**config.mk**
```make
export PLATFORM = sky130hd
export DESIGN_NAME = cpcr_sqrt_step
export DESIGN_NICKNAME = d
export VERILOG_FILES = /design/src/design/assert_macros.svh /design/src/design/cpcr_pkg.sv /design/src/design/cpcr_sqrt_step.sv
export SDC_FILE = /design/constraint.sdc
export NUM_CORES = 1
export LEC_CHECK = 0
export BUFFER_PORTS_ARGS = -buffer_cell sky130_fd_sc_hd__buf_4
export CAP_MARGIN = 20
export CORE_AREA = 3 3 331 333
export CTS_CLUSTER_SIZE = 30
export DETAILED_ROUTE_END_ITERATION = 7
export DIE_AREA = 0 0 334 336
export HOLD_SLACK_MARGIN = 0.03
export PLACE_DENSITY = 0.32
export SYNTH_ARGS = -nofsm -noshare
export SYNTH_HDL_FRONTEND = slang
export SYNTH_SLANG_ARGS = --single-unit
```
**constraint.sdc**
```tcl
create_clock -name i_clk -period 7.9 [get_ports i_clk]
set_input_delay 1.185 -clock i_clk [delete_from_list [all_inputs] [get_ports i_clk]]
set_output_delay 1.185 -clock i_clk [all_outputs]
set_load 0.02 [all_outputs]
```
**src/design/assert_macros.svh**
```systemverilog
// Assertion macros shared by the collision resolver RTL.
// Included by files that carry concurrent checks; no other dependencies.
`ifndef ASSERT_MACROS_SVH
`define ASSERT_MACROS_SVH
`ifndef SYNTHESIS
`define CPCR_ASSERT_IMPLY(label, clk, rst_n, ante, cons) \
    label: assert property (@(posedge clk) disable iff (!rst_n) (ante) |-> (cons)) \
        else $error("check failed");
`define CPCR_ASSERT_NEXT(label, clk, rst_n, ante, cons) \
    label: assert property (@(posedge clk) disable iff (!rst_n) (ante) |=> (cons)) \
        else $error("check failed");
`else
`define CPCR_ASSERT_IMPLY(label, clk, rst_n, ante, cons)
`define CPCR_ASSERT_NEXT(label, clk, rst_n, ante, cons)
`endif
`endif

```
**src/design/cpcr_pkg.sv**
```systemverilog
// Package of the circle pair collision resolver: pipeline payload types,
// constants and the saturation helper. No dependencies.
`default_nettype none
package cpcr_pkg;

    localparam int FRAC_BITS_DEF = 16;
    localparam int FORCE_DEF     = 100;
    localparam int IN_W          = 192;
    localparam int OUT_W         = 256;
    localparam int SQRT_STEPS    = 32;

    // Payload carried through the front, root, setup, divider and back stages.
    typedef struct packed {
        logic signed [31:0] x1;
        logic signed [31:0] y1;
        logic signed [31:0] x2;
        logic signed [31:0] y2;
        logic [31:0]        rsum;
        logic               sx;
        logic               sy;
        logic [31:0]        adx;
        logic [31:0]        ady;
        logic               hit;
        logic [63:0]        rem;
        logic [63:0]        res;
        logic [31:0]        dlen;
        logic [31:0]        depth;
        logic               dz;
    } t_pipe;

    typedef struct packed {
        logic        hit;
        logic [31:0] nfx;
        logic [31:0] nfy;
        logic [31:0] nsx;
        logic [31:0] nsy;
        logic [31:0] ffx;
        logic [31:0] ffy;
        logic [31:0] sfx;
        logic [31:0] sfy;
    } t_result;

    function automatic logic [31:0] sat35(input logic signed [34:0] v);
        logic [31:0] r;
        if (v > 35'sd2147483647) begin
            r = 32'h7FFF_FFFF;
        end else if (v < -35'sd2147483648) begin
            r = 32'h8000_0000;
        end else begin
            r = v[31:0];
        end
        return r;
    endfunction

endpackage
`default_nettype wire

```
**src/design/cpcr_sqrt_step.sv**
```systemverilog
// One iteration of the digit-by-digit integer square root, registered.
// Depends on cpcr_pkg.
`default_nettype none
module cpcr_sqrt_step #(
    parameter int STEP = 0
) (
    input  wire logic     i_clk,
    input  wire logic     i_load,
    input  cpcr_pkg::t_pipe i_d,
    output cpcr_pkg::t_pipe o_q
);
    import cpcr_pkg::*;

    localparam logic [63:0] BIT = 64'd1 << (62 - 2 * STEP);

    t_pipe r_q, n_q;
    logic [63:0] trial;

    always_comb begin
        n_q   = i_d;
        trial = i_d.res + BIT;
        if (i_d.rem >= trial) begin
            n_q.rem = i_d.rem - trial;
            n_q.res = (i_d.res >> 1) + BIT;
        end else begin
            n_q.res = i_d.res >> 1;
        end
    end

    always_ff @(posedge i_clk) begin
        if (i_load) begin
            r_q <= n_q;
        end
    end

    assign o_q = r_q;
endmodule
`default_nettype wire

```
-- Yosys cells after proc, flatten, opt, wreduce, memory -nomap -nowiden
Index checks and enable logic that the tools add are counted.
- register bits: 420
- input bits: 422
- output and inout port bits: 420
- logic and storage cells: 22
- $add $sub $neg: 3
- order comparisons: 1
- mux-type cells: 2
- operator list (operator ; count):
    $add A63 B63 Y64 const B ; 1
    $add A64 B63 Y64 const B ; 1
    $ge A64 B64 Y1 ; 1
    $mux W64 ; 1
    $sub A64 B64 Y64 ; 1
    $mux W63 ; 1

-- Depth between registers and ports, before layout
- word-level depth: 3
- mapped depth: 14
- gate-level depth less buffers: 13

-- Least setup slack after synthesis
No wires, ideal clock.
- kind: input to register
- from: input i_d[81] (netlist name)
- to: register r_q (netlist bit o_q[189]), data pin
- setup time: 0.257 ns
- data arrival time: 3.791 ns
- slack: 3.852 ns
- stages: 12
- path buffers: 0
- cells stage by stage: inv_1 > ha_1 > and2_1 > nand3_1 > or3_1 > a41o_1 > nor3_2 > o21ai_1 > o41ai_4 > or4b_1 > a21oi_1 > nor3_1
- RTL lines (element ; line ; source):
    from (decl) ; cpcr_sqrt_step.sv:9 ; input cpcr_pkg::t_pipe i_d,
    to (signal assigned) ; cpcr_sqrt_step.sv:32 ; r_q <= n_q;
    to (decl) ; cpcr_sqrt_step.sv:16 ; t_pipe r_q, n_q;

==> results by group <==
Finish
  – Fin util: 25.5%
  – Post-layout nets: 2534
  – Multi-input logic area: 4320 sq um
  – Fillcell total: 11300
  – Max reg flops: 420
  – Layout area overhead: 56.9%
  – Register area: 12600 sq um
  – Share of layout cells above drive strength 1: 45.5%
  – Final Non-Filler Cells: 3509

Yosys
  – Netlist cell types: 58
  – Yosys warnings: 0
  – Mapped Cells: 1177
  – Post-synth EDFFs: 420
  – Top FF cell, synth: edfxtp_1
  – Mapped cell area: 17400 sq um
  – Sequential area share after synthesis: 72.6%
  – Post-synthesis average cell area: 14.8 sq um
  – Syn Nets: 1664
  – Seq cells post-synth: 420
  – FFs w/ async S/R, synth: 0%

Placement
  – Post-DP HPWL: 77.1 mm
  – Placed cell count: 3391
  – GPL Wtd Cong: 0.809
  – IO Port Bufs: 841

STA
  – Relative slew slack: 32.1%
  – Setup-failing EPs final: 0
  – RSZ-0062 raised after global routing: no
  – Tmin final: 4740 ps
  – Slew Limit Fails: 0
  – Final Cycle Share: 60.0%
  – Worst-Margin Slew: 1010 ps
  – Hold Vio Cnt, Final: 0
  – Fmax: 211 MHz
  – Setup TNS: 0 ps

Global routing
  – Initial antenna violation count: 45
  – Total gr overflow: 0
  – Gr usage total: 15.8%
  – Number of global-route vias before repair: 14000
  – Largest net degree at the start of global routing: 147
  – First-pass GRT wire length: 122 mm

Clock tree
  – Sink Count: 420
  – CTS clk-pin slew, worst paths: 60 ps
  – CTS H-Tree Depth: 2
  – CTS Buf Count: 57
  – Post_cts resized: 0
  – Clock Path Buffers: 3
  – Clock root cell: clkbuf_16
  – Total setup buffers inserted after CTS: 0
  – CTS tree: yes
  – CTS Hold Buffers Added: 0

Setup path
  – CP max-delay cell: o41ai_4
  – Nature of the critical path startpoint: primary input
  – CP arrival: 5130 ps
  – Required time of the critical path: 8280 ps
  – Setup crit start: i_d[81]
  – Setup CP Type: primary input to flop
  – Crit Path Max Fanout: 42
  – Family with the most delay on the worst path: compound AO/OA/AOI/OAI gates
  – Slowest stage delay, CP: 670 ps
  – CP bufs+invs: 4
  – CP most frequent cell: buf_4
  – Setup crit end kind: flop
  – CP cell instances: buf_4 -> inv_1 -> ha_1 -> and2_1 -> nand3_1 -> or3_1 -> a41o_1 -> nor3_2 -> o21ai_1 -> o41ai_4 -> buf_4 -> buf_4 -> mux2_2

Status
  – Outcome: finished, final reports clean

Floorplanning
  – Die Y-Extent: 336 um
  – Die width: 334 um
  – # IOs: 842
  – Core Region: 107000 sq um
  – Die area: 112000 sq um
  – # rows: 120
  – Initial Utilization: 16.3%

Power
  – Peak VDD IR: 157 uV
  – Pleak: 11.5 nW
  – Power Dens Cells: 245 nW/um^2

Detailed routing
  – Wire per inst: 26.5 um
  – DRT iter0 DRCs: 644
  – DRC: 0
  – Via density: 3.84
  – ANT nets after route: 0
  – Routed WL: 93.0 mm
  – Routed via count: 13500
  – DR pass1 iterations: 5

Min path
  – Hold Startpoint: i_d[278]
  – Worst hold path type: primary input to flop

Job
  – Max-cap viol count: 0
per-stage QoR:
stage | setup WS, ps | power (W) | hold slack [ps] | instance area, sq um
after detailed placement | 2390 | 0.00419 | 1360 | 25400
after global placement | 2440 | 0.00419 | 1360 | 25400
final | 3160 | 0.00669 | 706 | 27300
after CTS | 3110 | 0.00686 | 637 | 27200
after global routing | 2830 | 0.00701 | 651 | 27200
after floorplan | 3850 | 0.00340 | 1280 | 17400
synth_stat cells (all sizes together) (4+ instances only):
cell | number | area, sq um
a211oi | 4 | 30.0
a21boi | 5 | 37.5
a21o | 49 | 368
a21oi | 111 | 556
a31oi | 7 | 43.8
a41oi | 5 | 43.8
and2 | 10 | 62.6
and3 | 13 | 81.3
buf | 11 | 55.1
clkbuf | 26 | 98.8
edfxtp | 420 | 12600
ha | 64 | 801
inv | 78 | 293
mux2 | 14 | 158
nand2 | 52 | 195
nand3 | 14 | 70.1
nand4 | 18 | 113
nor2 | 82 | 308
nor2b | 10 | 62.6
nor3 | 12 | 65.1
o211ai | 7 | 52.6
o21a | 7 | 52.6
o21ai | 43 | 215
o21bai | 11 | 82.6
o31a | 5 | 43.8
or2 | 4 | 25.0
or3 | 4 | 25.0
xnor2 | 36 | 315
xor2 | 20 | 175
final timing paths:
kind,slack [ps],to,cells past startpoint
worst min-delay path,710,o_q[278]$_DFFE_PP_,1
worst max-delay path,3160,o_q[171]$_DFFE_PP_,13
power by group:
group	leakage, nW	switching [W]	internal [W]
Combinational	6.45	0.000806	0.000547
Sequential	4.11	0.0000624	0.00269
Clock	0.901	0.00110	0.00148
layer usage:
| metal | share of wire [%] | global-route usage (%) | wire, um |
|---|---|---|---|
| met5 | 0.36 | 0 | 335 |
| met4 | 2.3 | 4.03 | 2180 |
| met3 | 13 | 9.96 | 12200 |
| met2 | 50 | 27.8 | 46400 |
| met1 | 34 | 15.5 | 31900 |
cell usage in the layout (no fill, tap or decap), types with 5 or more instances in the layout:
master	instances
clkinv_2	12
diode_2	11
edfxtp_1	420
nor2b_1	10
xnor2_1	36
ha_1	64
clkbuf_16	58
nand4_1	18
a41oi_1	5
o21ai_0	40
and3_1	13
a31oi_1	7
buf_4	845
and2_1	10
nor2_1	82
clkinv_1	13
a21o_1	49
o21a_1	7
o211ai_1	7
nand3_1	14
clkbuf_1	8
o31a_1	5
a21boi_0	5
o21bai_1	11
a21oi_1	111
xor2_1	20
nand2_1	52
inv_1	78
nor3_1	11
mux2_2	10
logic make-up (layout without fill, tap and decap cells):
logic type	Yosys count	in the layout	synth area share (%)
AO/OA/AOI/OAI	272	272	9.81
XOR/XNOR	56	56	2.82
adder cells (fa/ha/maj)	65	65	4.72
buffers and inverters	115	1033	2.57
flip-flops	420	420	72.6
multiplexers	15	15	0.965
other	0	11	0
AND/OR/NAND/NOR	234	234	6.53
cell type report:
cell class | count | share of cell area, %
tap | 1403 | 6.44
clock buffer | 66 | 5.43
antenna | 11 | 0.101
timing repair buffer | 848 | 23.5
clock inverter | 41 | 1.37
inverter | 78 | 1.07
sequential | 420 | 46.3
multi-input combinational | 642 | 15.8
No activity file was read; power rests on OpenSTA's default activity.
