### config.mk
export PLATFORM = sky130hd
export DESIGN_NAME = cpcr_div_step
export DESIGN_NICKNAME = d
export VERILOG_FILES = /design/src/design/assert_macros.svh /design/src/design/cpcr_pkg.sv /design/src/design/cpcr_div_step.sv
export SDC_FILE = /design/constraint.sdc
export NUM_CORES = 1
export LEC_CHECK = 0
export BUFFER_PORTS_ARGS = -buffer_cell sky130_fd_sc_hd__buf_2
export CAP_MARGIN = 20
export CORE_AREA = 2 2 435 437
export CTS_BUF_LIST = sky130_fd_sc_hd__clkbuf_8
export DETAILED_ROUTE_END_ITERATION = 10
export DIE_AREA = 0 0 437 439
export GPL_TIMING_DRIVEN = 0
export MAX_ROUTING_LAYER = met4
export RECOVER_POWER = 50
export SYNTH_ARGS = -nofsm -noshare
export SYNTH_HDL_FRONTEND = slang
export SYNTH_SLANG_ARGS = --single-unit
### constraint.sdc
create_clock -name i_clk -period 3.2 [get_ports i_clk]
set_input_delay 0.16 -clock i_clk [delete_from_list [all_inputs] [get_ports i_clk]]
set_output_delay 0.16 -clock i_clk [all_outputs]
set_load 0.005 [all_outputs]
### src/design/assert_macros.svh
// Assertion macros shared by the collision resolver RTL.
// Included by files that carry concurrent checks; no other dependencies.
`ifndef ASSERT_MACROS_SVH
`define ASSERT_MACROS_SVH
`ifndef SYNTHESIS
`define CPCR_ASSERT_IMPLY(label, clk, rst_n, ante, cons) \
    label: assert property (@(posedge clk) disable iff (!rst_n) (ante) |-> (cons)) \
        else $error("check failed");
`define CPCR_ASSERT_NEXT(label, clk, rst_n, ante, cons) \
    label: assert property (@(posedge clk) disable iff (!rst_n) (ante) |=> (cons)) \
        else $error("check failed");
`else
`define CPCR_ASSERT_IMPLY(label, clk, rst_n, ante, cons)
`define CPCR_ASSERT_NEXT(label, clk, rst_n, ante, cons)
`endif
`endif

### src/design/cpcr_pkg.sv
// Package of the circle pair collision resolver: pipeline payload types,
// constants and the saturation helper. No dependencies.
`default_nettype none
package cpcr_pkg;

    localparam int FRAC_BITS_DEF = 16;
    localparam int FORCE_DEF     = 100;
    localparam int IN_W          = 192;
    localparam int OUT_W         = 256;
    localparam int SQRT_STEPS    = 32;

    // Payload carried through the front, root, setup, divider and back stages.
    typedef struct packed {
        logic signed [31:0] x1;
        logic signed [31:0] y1;
        logic signed [31:0] x2;
        logic signed [31:0] y2;
        logic [31:0]        rsum;
        logic               sx;
        logic               sy;
        logic [31:0]        adx;
        logic [31:0]        ady;
        logic               hit;
        logic [63:0]        rem;
        logic [63:0]        res;
        logic [31:0]        dlen;
        logic [31:0]        depth;
        logic               dz;
    } t_pipe;

    typedef struct packed {
        logic        hit;
        logic [31:0] nfx;
        logic [31:0] nfy;
        logic [31:0] nsx;
        logic [31:0] nsy;
        logic [31:0] ffx;
        logic [31:0] ffy;
        logic [31:0] sfx;
        logic [31:0] sfy;
    } t_result;

    function automatic logic [31:0] sat35(input logic signed [34:0] v);
        logic [31:0] r;
        if (v > 35'sd2147483647) begin
            r = 32'h7FFF_FFFF;
        end else if (v < -35'sd2147483648) begin
            r = 32'h8000_0000;
        end else begin
            r = v[31:0];
        end
        return r;
    endfunction

endpackage
`default_nettype wire

### src/design/cpcr_div_step.sv
// One quotient bit of the restoring divider, both axes side by side.
// Depends on cpcr_pkg.
`default_nettype none
module cpcr_div_step #(
    parameter int FRAC_BITS = 16,
    parameter int STEP      = 0
) (
    input  wire logic                 i_clk,
    input  wire logic                 i_load,
    input  cpcr_pkg::t_pipe           i_d,
    input  wire logic [FRAC_BITS+32:0] i_remx,
    input  wire logic [FRAC_BITS+32:0] i_remy,
    input  wire logic [FRAC_BITS:0]   i_qx,
    input  wire logic [FRAC_BITS:0]   i_qy,
    output cpcr_pkg::t_pipe           o_q,
    output logic [FRAC_BITS+32:0]     o_remx,
    output logic [FRAC_BITS+32:0]     o_remy,
    output logic [FRAC_BITS:0]        o_qx,
    output logic [FRAC_BITS:0]        o_qy
);
    import cpcr_pkg::*;

    localparam int W_N = FRAC_BITS + 33;
    localparam int SH  = FRAC_BITS - STEP;

    t_pipe r_q;
    logic [W_N-1:0] r_remx, r_remy, div_sh;
    logic [FRAC_BITS:0] r_qx, r_qy;

    assign div_sh = W_N'(i_d.dlen) << SH;

    always_ff @(posedge i_clk) begin
        if (i_load) begin
            r_q <= i_d;
            if (i_remx >= div_sh) begin
                r_remx <= i_remx - div_sh;
                r_qx   <= i_qx | ((FRAC_BITS + 1)'(1) << SH);
            end else begin
                r_remx <= i_remx;
                r_qx   <= i_qx;
            end
            if (i_remy >= div_sh) begin
                r_remy <= i_remy - div_sh;
                r_qy   <= i_qy | ((FRAC_BITS + 1)'(1) << SH);
            end else begin
                r_remy <= i_remy;
                r_qy   <= i_qy;
            end
        end
    end

    assign o_q    = r_q;
    assign o_remx = r_remx;
    assign o_remy = r_remy;
    assign o_qx   = r_qx;
    assign o_qy   = r_qy;
endmodule
`default_nettype wire

**Yosys cells after proc, flatten, opt, wreduce, memory -nomap -nowiden**

Cells that the tools add are included.

- Logic and storage cells: 27
- Output and inout port bits: 552
- Bits of input ports: 554
- Register bits: 552

- Muxes and demuxes: 2
- Add/sub/neg operators: 2
- Magnitude comparators: 2

Operator list:

| kind | number |
|---|---|
| $ge A49 B48 Y1 | 2 |
| $mux W49 | 2 |
| $sub A49 B48 Y49 | 2 |

**Depth between registers and ports, before layout**

Gate-level depths: netlist (run 1).

- Depth in word-level cells: 2
- Gate-level depth with buffers: 13
- Depth with buffers taken out: 11

**Worst setup path after synthesis (run 1)**

OpenSTA, ideal clock, no wires.

- Path type: input -> register
- From: in i_remx[16]
- To: reg r_remx[48], in the netlist o_remx[48] (data pin)
- Stages on the path: 11
- Arrival time: 2.480 ns
- Setup slack: 0.460 ns
- Cells stage by stage: inv_1 ha_1 fa_1 nor2b_1 o31ai_1 a2111oi_0 o21ai_0 a21boi_1 a211oi_1 o31ai_1 mux2_2

- Longest elaborated chain between the ends: 2

Ends and longest elaborated chain:

| item | line | RTL |
|---|---|---|
| start: declaration | cpcr_div_step.sv:11 | `input wire logic [FRAC_BITS+32:0] i_remx,` |
| $sub A49 B48 Y49 / $ge A49 B48 Y1 (equally long branches) | cpcr_div_step.sv:36, cpcr_div_step.sv:35 |  |
| $mux W49 * | cpcr_div_step.sv:35 | `if (i_remx >= div_sh) begin` |
| end signal: assignment | cpcr_div_step.sv:36 | `r_remx <= i_remx - div_sh;` |
| end signal: assignment | cpcr_div_step.sv:39 | `r_remx <= i_remx;` |
| end: declaration | cpcr_div_step.sv:27 | `logic [W_N-1:0] r_remx, r_remy, div_sh;` |

Mark *: on every way between the ends. The rest lies on a longest branch, timed or not.
A chain may end at the register's enable or synchronous reset.

**Worst setup path after layout (run 1)**

- From: in i_d[44] (netlist name)
- To: reg r_remx[47], in the netlist o_remx[47] (data pin)

- Longest elaborated chain between the ends: 2

Ends and longest elaborated chain:

| item | line | RTL |
|---|---|---|
| start: declaration | cpcr_div_step.sv:10 | `input cpcr_pkg::t_pipe i_d,` |
| $sub A49 B48 Y49 / $ge A49 B48 Y1 (equally long branches) | cpcr_div_step.sv:36, cpcr_div_step.sv:35 |  |
| $mux W49 * | cpcr_div_step.sv:35 |  |

Marked as above.

==> metrics.csv, run 1 <==
metric,value,unit
CTS sink count,552,
Critical Path Source,i_d[44],
Die Span X,437,um
number of library cell types mapped by synthesis,66,
# nets final,4022,
clock transition at the register clock pins on the worst setup and hold paths after CTS,0.05,ns
max-slew violation count,110,
depth of the CTS H-tree,3,
fin util,0.221,
most numerous cell on the critical path,clkbuf_1,
antenna violations before repair,101,
port buffer count,1105,
Filler Cell Count,20024,
final worst setup slack,-0.155,ns
Critical Path Slowest Stage Cell,or4_1,
cell count after placement,4863,
Max-Slew Margin vs Limit,-0.146,
kind of end point of the critical path,flip-flop,
number of buffers and inverters on the critical path,4,
Root Buffer,clkbuf_8,
switching share of power,0.289,
time the worst path needs with I/O delays and setup,3.35,ns
final-layout worst hold slack,-0.435,ns
overall power of the completed layout,20400,uW
Via Count,21004,
aggregate global-route resource usage,0.153,
Seq cells post-synth,552,
category of the worst setup path launch point,primary input,
category of cells accounting for the largest share of critical-path delay,simple AND/OR/NAND/NOR gates,
total clock buffers created by CTS,107,
number of setup violations in the final report,9,
Worst Hold Class,in2reg,
Syn-to-layout area delta,95.7,%
Comb power frac,0.189,
vias in the first global route,21362,
Clock Power Share,0.371,
HPWL after detailed placement,121000,um
async set-reset flop share out of synthesis,0,
top post-synthesis cells by area,"edfxtp_1 (78%), ha_1 (3.8%), a21oi_1 (1.7%)",
final instance count without filler cells,6013,
dominant synthesized flop cell,edfxtp_1,
Mapped Area,21100,um^2
synthesized net count,1871,
largest voltage drop on the vdd net,0.339,mV
status,"finished, violations left",
placeable core region,187000,um^2
number of failing hold endpoints at the final stage,8,
GR Overflow Total,0,
sequential fraction of design power,0.440,
clock tree from TritonCTS,built,
per-cell via count in the routed design,3.49,
CP cell instances,clkbuf_1 -> inv_1 -> ha_1 -> and3_2 -> nand4b_1 -> or4_1 -> nor3_1 -> nor4_1 -> o31a_1 -> buf_6 -> clkbuf_1 -> o21ai_0,
total routed wirelength,149000,um
largest fanout of any net on the critical path,10,
buffer count from post-CTS setup fixing,0,
number of enable flip-flop cells after synthesis,552,
die span in y,439,um
number of top-level pins,1106,
post-synth top area share,0.784,
Worst Path Arrival,3.91,ns
placed cell areas,30000,um^2
Post-Syn Instances,1251,
portion of the clock cycle consumed by the worst path in the final layout,1.05,
die area,192000,um^2
pin count of the biggest net entering global routing,129,
transition time at the pin with the least slew margin,1.72,ns
Avg Inst Size Synth,16.9,um^2
Internal Power,14500,uW
violated checks,"negative hold slack, max-capacitance violations, max-slew violations, negative setup slack",
peak per-stage delay on the critical path,0.62,ns
power density over the cells,493,nW/um^2
first-pass iteration count of the detailed router,5,
worst setup path category,in2reg,
post-synthesis cell type with the largest combined area,edfxtp_1,
clock tree buffer depth,3,
worst hold path stage count,1,
share of synthesized area occupied by flip-flops and latches,0.784,
YS warnings,0,
per-cell routed wire length,24.9,um
routability congestion estimate,1.00,
fraction of final layout cells with drive strength greater than 1,0.330,
Row Count,159,
global-route wire length before repair,189000,um
DRC marker count from the first detailed-route iteration,1369,
DRC errors left,0,
net switching power figure,5890,uW
end point of the most critical hold path,o_q[33],
Leakage Power,0.0166,uW
number of antenna-violating nets in the routed design,0,
max-capacitance violation count,1,
final standard cell area without fillers,41400,um^2
effective utilization at floorplan,0.113,
startpoint of the worst hold path,i_d[33],
maximum clock rate,298,MHz
WP data required,3.75,ns
==> metrics by stage <==
step / TNS (ns) / worst slack (ns)
5_1_grt: -0.103 / -0.0517
3_5_place_dp: -66.08 / -1.45
4_1_cts: 0 / 0.00466
3_3_place_gp: -3979.50 / -7.22
6_report: -0.457 / -0.155
2_1_floorplan: 0 / 0.460
==> sequential cells by signal, summed over array words and instances (netlist names) <==
name	count
o_remy	49
o_qx	17
o_qy	17
o_remx	49
o_q	420
==> synthesized netlist by cell type (all sizes together), types with 8 or more instances <==
library cell,number
o21ai,62
nand2,75
clkbuf,14
o31ai,12
inv,52
nor2,61
nor2b,10
and3,10
or3,8
a211oi,14
edfxtp,552
nand4,17
buf,12
nand3,13
xnor2,25
a21o,26
a31oi,8
xor2,24
o21a,9
nor3,8
nor4,12
ha,64
a21oi,72
mux2,12
==> routing by layer <==
| metal | global-route usage | routed length (um) |
|---|---|---|
| met1 | 0.140 | 47700 |
| met2 | 0.294 | 83800 |
| met3 | 0.0360 | 9530 |
| met4 | 0.0732 | 8380 |
| met5 | - | 0 |
==> how the worst max path moves through the flow <==
stage | endpoint | cells past startpoint
CTS | o_remy[36] | 13
global placement | o_remx[42] | 1
global route | o_remx[46] | 12
floorplan | o_remx[48] | 11
finish | o_remx[47] | 12
detailed placement | o_remx[25] | 12
==> cell type report <==
| cell class | instances | area [um^2] | share of cell area |
|---|---|---|---|
| antenna | 32 | 80.1 | 0.00194 |
| buffer | 26 | 148 | 0.00357 |
| clock buffer | 107 | 1470 | 0.0356 |
| clock inverter | 86 | 721 | 0.0174 |
| inverter | 52 | 195 | 0.00472 |
| multi-input combinational | 621 | 4300 | 0.104 |
| sequential | 552 | 16600 | 0.401 |
| tap | 2495 | 3120 | 0.0755 |
| timing repair buffer | 2042 | 14800 | 0.357 |
==> cells in the final DEF (no fill, tap or decap), types with 26 or more instances in the layout <==
master / n
a21oi_1: 67
nand2_1: 74
clkbuf_8: 107
ha_1: 64
clkbuf_1: 165
a21o_1: 26
buf_2: 950
inv_1: 81
o21ai_0: 57
dlygate4sd3_1: 925
edfxtp_1: 552
nor2_1: 61
diode_2: 32
==> cell families (layout without fill, tap and decap cells) <==
family | Yosys count | in the layout | share of synthesized area
multiplexers | 14 | 14 | 0.00734
adder cells (fa/ha/maj) | 66 | 66 | 0.0398
other | 0 | 32 | 0
XOR/XNOR | 49 | 49 | 0.0203
AND/OR/NAND/NOR | 236 | 236 | 0.0544
AO/OA/AOI/OAI | 256 | 256 | 0.0783
buffers and inverters | 78 | 2313 | 0.0157
flip-flops | 552 | 552 | 0.784
==> power groups by stage <==
stage	sequential (uW)	combinational, uW	clock [uW]
after floorplan	9110	776	0
after global placement	9210	2870	0
after detailed placement	9090	2900	0
after CTS	8950	3930	7920
after global routing	9020	4100	8180
final	8970	3850	7560
==> what timing repair did <==
action | 4_1_cts | 5_1_grt
hold buffers | 915 | 10
endpoints found under the hold margin | 653 | 17
gates resized for setup | 14 | 13
setup endpoints to repair | 38 | 18
pin swaps | 1 | 0
Note: power is estimated with default switching activity, not from simulation.
==> run 2: changes to the inputs <==
==> constraint.sdc (replaced) <==
create_clock -name i_clk -period 3.2 [get_ports i_clk]
set_input_delay 0 -clock i_clk [delete_from_list [all_inputs] [get_ports i_clk]]
set_output_delay 0 -clock i_clk [all_outputs]
set_load 0.005 [all_outputs]
==> run 2 against run 1 <==
The flow now stops in 4_1_cts. Synthesized cell count is the same. Area after synthesis is the same.
==> metrics.csv, run 2 <==
metric,value,unit
status,did not finish,
Stop stage,4_1_cts,
error that stopped the run,[ERROR RSZ-0060] Max buffer count reached.,
port buffer count,1105,
clock tree buffer depth,3,
Seq cells post-synth,552,
HPWL after detailed placement,121000,um
buffer count from post-CTS setup fixing,0,
share of synthesized area occupied by flip-flops and latches,0.784,
list of most frequent post-synthesis cells,"edfxtp_1 (552), nand2_1 (74), a21oi_1 (72)",
Post-Syn Instances,1251,
placed cell areas,30000,um^2
CTS sink count,552,
total clock buffers created by CTS,107,
number of top-level pins,1106,
top post-synthesis cells by area,"edfxtp_1 (78%), ha_1 (3.8%), a21oi_1 (1.7%)",
post-synth top area share,0.784,
Avg Inst Size Synth,16.9,um^2
most repeated cell in the gate-level netlist after synthesis,edfxtp_1,
number of enable flip-flop cells after synthesis,552,
Die Span X,437,um
Root Buffer,clkbuf_8,
dominant synthesized flop cell,edfxtp_1,
Hold Buf Count CTS,1012,
synthesized net count,1871,
number of library cell types mapped by synthesis,66,
Row Count,159,
effective utilization at floorplan,0.113,
Mapped Area,21100,um^2
routability congestion estimate,1.00,
Resized cells post-CTS,6,
depth of the CTS H-tree,3,
die span in y,439,um
post-synthesis cell type with the largest combined area,edfxtp_1,
async set-reset flop share out of synthesis,0,
YS warnings,0,
[run 2: metrics by stage]
| stage | worst slack (ns) | utilization | std cells |
|---|---|---|---|
| floorplan | 0.620 | - | 1251 |
| global placement | -7.06 | 0.159 | 4851 |
| detailed placement | -1.29 | 0.160 | 4863 |
[run 2: cell families after synthesis]
| family | synth area share |
|---|---|
| flip-flops | 0.784 |
| AO/OA/AOI/OAI | 0.0783 |
| multiplexers | 0.00734 |
| XOR/XNOR | 0.0203 |
| adder cells (fa/ha/maj) | 0.0398 |
| AND/OR/NAND/NOR | 0.0544 |
| buffers and inverters | 0.0157 |
==> run 3: changes to the inputs <==
--- a/config.mk
+++ b/config.mk
@@ -7,12 +7,11 @@
 export LEC_CHECK = 0
 export BUFFER_PORTS_ARGS = -buffer_cell sky130_fd_sc_hd__buf_2
 export CAP_MARGIN = 20
-export CORE_AREA = 2 2 435 437
-export CTS_BUF_LIST = sky130_fd_sc_hd__clkbuf_8
+export CORE_AREA = 2 2 431 433
 export DETAILED_ROUTE_END_ITERATION = 10
-export DIE_AREA = 0 0 437 439
+export DIE_AREA = 0 0 433 435
 export GPL_TIMING_DRIVEN = 0
-export MAX_ROUTING_LAYER = met4
+export PLACE_DENSITY_LB_ADDON = 0.15
 export RECOVER_POWER = 50
 export SYNTH_ARGS = -nofsm -noshare
 export SYNTH_HDL_FRONTEND = slang
==> run 3 against run 2 <==
The flow now finishes, with violations (negative hold slack).
==> metrics.csv, run 3 (synthesized netlist as in run 1, its figures left out) <==
metric,value,unit
status,"finished, violations left",
violated checks,negative hold slack,
worst setup path category,in2reg,
first-pass iteration count of the detailed router,4,
die span in y,435,um
"leading cell types in the layout, fill and taps excluded","dlygate4sd3_1 (976), buf_2 (927), edfxtp_1 (552)",
aggregate global-route resource usage,0.122,
setup TNS,0,ns
total routed wirelength,119000,um
largest voltage drop on the vdd net,0.348,mV
Leakage Power,0.0167,uW
global-route wire length before repair,160000,um
Worst Hold Class,in2reg,
Worst Path Arrival,3.55,ns
portion of the clock cycle consumed by the worst path in the final layout,0.962,
Die Span X,433,um
DRC errors left,0,
clock transition at the register clock pins on the worst setup and hold paths after CTS,0.07,ns
kind of end point of the critical path,flip-flop,
DRC marker count from the first detailed-route iteration,759,
Critical Path Source,i_remx[22],
GR Overflow Total,0,
unrepaired setup endpoints after global routing,no,
number of failing hold endpoints at the final stage,6,
HPWL after detailed placement,93400,um
transition time at the pin with the least slew margin,0.655,ns
final standard cell area without fillers,42000,um^2
max-slew violation count,0,
placed cell areas,30000,um^2
port buffer count,1105,
Syn-to-layout area delta,98.8,%
per-cell routed wire length,20.0,um
depth of the CTS H-tree,3,
number of antenna-violating nets in the routed design,0,
die area,188000,um^2
WP data required,3.67,ns
placeable core region,184000,um^2
Via Count,19608,
largest fanout of any net on the critical path,10,
fraction of final layout cells with drive strength greater than 1,0.310,
total clock buffers created by CTS,77,
vias in the first global route,20567,
number of top-level pins,1106,
routability congestion estimate,0.788,
maximum clock rate,325,MHz
final-layout worst hold slack,-0.365,ns
max-capacitance violation count,0,
clock tree from TritonCTS,built,
overall power of the completed layout,20900,uW
CTS sink count,552,
per-cell via count in the routed design,3.28,
flip-flop count of the largest register after layout,420,
clock tree buffer depth,3,
startpoint of the worst hold path,i_remy[26],
category of the worst setup path launch point,primary input,
"most common cell after layout, fill and taps aside",dlygate4sd3_1,
antenna violations before repair,24,
Row Count,158,
Root Buffer,clkbuf_16,
effective utilization at floorplan,0.115,
# nets final,4040,
number of setup violations in the final report,0,
pin count of the biggest net entering global routing,109,
power density over the cells,499,nW/um^2
Max-Slew Margin vs Limit,0.563,
time the worst path needs with I/O delays and setup,3.08,ns
[run 3: metrics by stage]
stage,std cells,worst slack (ns),utilization
after floorplan,1251,0.620,-
after global placement,4836,-8.21,0.162
after detailed placement,4845,-1.09,0.163
after CTS,5957,0.0300,0.229
after global routing,5968,0.00818,0.228
final,5970,0.122,0.228
[run 3: final timing paths]
check | to | depth (start not counted)
min | o_remy[26] | 2
max | o_remx[33] | 12
[run 3: power by group]
part / switching [uW] / leakage, uW / internal (uW)
Sequential: 157 / 0.00540 / 8710
Combinational: 1840 / 0.0101 / 1810
Clock: 3650 / 0.00116 / 4790
[run 3: repair_timing]
action / CTS / global route
resized for setup: 6 / 16
gates cloned: 0 / 0
hold buffers: 973 / 3
setup buffers: 0 / 0
endpoints found under the setup margin: 11 / 38
endpoints found under the hold margin: 685 / 8
[run 3: area by class of cell]
type	instances	area [um^2]
clock buffer	101	2040
clock inverter	38	395
antenna	10	25.0
inverter	52	195
tap	2480	3100
buffer	26	145
sequential	552	16600
timing repair buffer	2090	15300
fill	19922	142000
multi-input combinational	621	4270
[run 3: per-layer routing]
metal | share of wire | global-route usage | vias up
met5 | 0.0011 | 0 | -
met3 | 0.068 | 0.0370 | 174
li1 | - | - | 9263
met2 | 0.54 | 0.231 | 675
met4 | 0.046 | 0.0543 | 20
met1 | 0.35 | 0.120 | 9476
[run 3: worst max-delay path: stages]
cell	delay (ns)
dlygate4sd3_1	0.55
buf_2	0.14
ha_1	0.39
a211o_1	0.36
o311ai_2	0.44
a41o_1	0.42
o21ba_1	0.26
o31a_1	0.17
buf_6	0.19
clkbuf_2	0.37
nand2_1	0.09
o21ai_0	0.14
==> run 4: changes to the inputs <==
--- a/config.mk
+++ b/config.mk
@@ -6,13 +6,13 @@
 export NUM_CORES = 1
 export LEC_CHECK = 0
 export BUFFER_PORTS_ARGS = -buffer_cell sky130_fd_sc_hd__buf_2
-export CAP_MARGIN = 20
 export CORE_AREA = 2 2 431 433
 export DETAILED_ROUTE_END_ITERATION = 10
 export DIE_AREA = 0 0 433 435
 export GPL_TIMING_DRIVEN = 0
 export PLACE_DENSITY_LB_ADDON = 0.15
 export RECOVER_POWER = 50
+export REMOVE_ABC_BUFFERS = 1
 export SYNTH_ARGS = -nofsm -noshare
 export SYNTH_HDL_FRONTEND = slang
 export SYNTH_SLANG_ARGS = --single-unit
==> run 4 against run 3 <==
The run ends with negative hold slack, max-capacitance violations, max-slew violations, negative setup slack left. Critical endpoint is now o_remx[48]. Core utilization down 0.19 points. Sequential share of layout area rose by 0.33 points. Maximum frequency down 4.1%. Flip-flop and latch count is the same. Largest power group unchanged. Final cell count down 0.75%. Sequential power about the same. Wire length fell by 1.2%. Clock power rose by 5.2%. Non-clock buffer count fell by 52. Power increased by 1.8%.
==> metrics.csv, run 4 (synthesized netlist as in run 1, its figures left out) <==
metric,value,unit
status,"finished, violations left",
violated checks,"negative hold slack, max-capacitance violations, max-slew violations, negative setup slack",
routability congestion estimate,0.840,
placeable core region,184000,um^2
instance count on the critical path,10,
category of the worst setup path launch point,primary input,
flip-flop count of the largest register after layout,420,
number of setup violations in the final report,1,
per-cell via count in the routed design,3.28,
worst setup path category,in2reg,
Syn-to-layout area delta,97.1,%
HPWL after detailed placement,92600,um
number of top-level pins,1106,
peak per-stage delay on the critical path,0.78,ns
Worst Hold Class,in2reg,
final worst setup slack,-0.00767,ns
GR Overflow Total,0,
final standard cell area without fillers,41700,um^2
maximum clock rate,312,MHz
aggregate global-route resource usage,0.121,
depth of the CTS H-tree,3,
Row Count,158,
clock tree buffer depth,3,
transition time at the pin with the least slew margin,2.00,ns
Root Buffer,clkbuf_16,
placed cell areas,29800,um^2
category of cells accounting for the largest share of critical-path delay,compound AO/OA/AOI/OAI gates,
kind of end point of the critical path,flip-flop,
Worst Path Arrival,3.65,ns
clock tree from TritonCTS,built,
"leading cell types in the layout, fill and taps excluded","dlygate4sd3_1 (951), buf_2 (854), edfxtp_1 (552)",
Max-Slew Margin vs Limit,-0.331,
antenna violations before repair,37,
# nets final,3988,
Leakage Power,0.0164,uW
final-layout worst hold slack,-0.419,ns
CP cell instances,buf_2 -> dlygate4sd3_1 -> ha_1 -> nand4_1 -> a2111oi_2 -> o21ai_0 -> a21boi_1 -> a211oi_1 -> o31ai_1 -> mux2_2,
clock transition at the register clock pins on the worst setup and hold paths after CTS,0.06,ns
largest voltage drop on the vdd net,0.328,mV
die span in y,435,um
per-cell routed wire length,19.9,um
fraction of final layout cells with drive strength greater than 1,0.291,
effective utilization at floorplan,0.115,
unrepaired setup endpoints after global routing,no,
worst hold path stage count,1,
number of antenna-violating nets in the routed design,0,
Die Span X,433,um
global-route wire length before repair,158000,um
portion of the clock cycle consumed by the worst path in the final layout,1.00,
max-slew violation count,65,
end point of the most critical hold path,o_q[33],
WP data required,3.64,ns
cell count after placement,4818,
"most common cell after layout, fill and taps aside",dlygate4sd3_1,
total clock buffers created by CTS,77,
number of buffers and inverters on the critical path,2,
vias in the first global route,20400,
number of failing hold endpoints at the final stage,10,
startpoint of the worst hold path,i_d[33],
max-capacitance violation count,1,
fin util,0.226,
largest fanout of any net on the critical path,6,
DRC errors left,0,
power density over the cells,512,nW/um^2
CTS sink count,552,
Critical Path Slowest Stage Cell,a2111oi_2,
time the worst path needs with I/O delays and setup,3.21,ns
die area,188000,um^2
total routed wirelength,118000,um
Via Count,19410,
DRC marker count from the first detailed-route iteration,882,
buffer count from post-CTS setup fixing,0,
final instance count without filler cells,5925,
port buffer count,1105,
first-pass iteration count of the detailed router,6,
pin count of the biggest net entering global routing,109,
## run 4: per-layer routing
layer  share of wire  GRT usage
met2            0.54      0.228
met1            0.35      0.117
met3           0.059     0.0322
met4           0.057     0.0677
met5         0.00046          0
## run 4: layout make-up
cell class / instances / area (um^2)
Antenna cell: 17 / 42.5
Timing Repair Buffer: 2064 / 14900
Tap cell: 2480 / 3100
Clock inverter: 49 / 591
Inverter: 52 / 195
Sequential cell: 552 / 16600
Fill cell: 19949 / 142000
Clock buffer: 90 / 1980
Multi-Input combinational cell: 621 / 4270
## run 4: metrics by stage
step                power [uW]  worst slack (ns)  hold WS (ns)  setup TNS [ns]
floorplan                 9870           -0.0553        0.0989          -0.166
global route             22300            0.0104        -0.495               0
finish                   21300          -0.00767        -0.419        -0.00767
global placement         11900             -8.26         0.177        -4523.40
detailed placement       11700            -0.702         0.178          -25.49
CTS                      21900           0.00115        -0.505               0
## run 4: worst max-delay path by stage
stage                       endpoint  slack, ns        from
final                     o_remx[48]     -0.008  i_remx[26]
after CTS                 o_remx[23]      0.001  i_remx[25]
after floorplan           o_remx[23]      -0.06     i_d[39]
after detailed placement  o_remx[40]      -0.70     i_d[40]
after global placement       o_q[48]      -8.26      i_load
after global routing      o_remx[48]       0.01  i_remx[26]
## run 4: power breakdown
part           internal (uW)  total (uW)  switching, uW
Sequential              8710        8880            170
Clock                   5200        8880           3680
Combinational           1750        3550           1800
## run 4: timing repair
action | CTS | global route
gates resized for setup | 0 | 3
endpoints found under the setup margin | 0 | 34
endpoints found under the hold margin | 616 | 17
hold buffers | 942 | 9
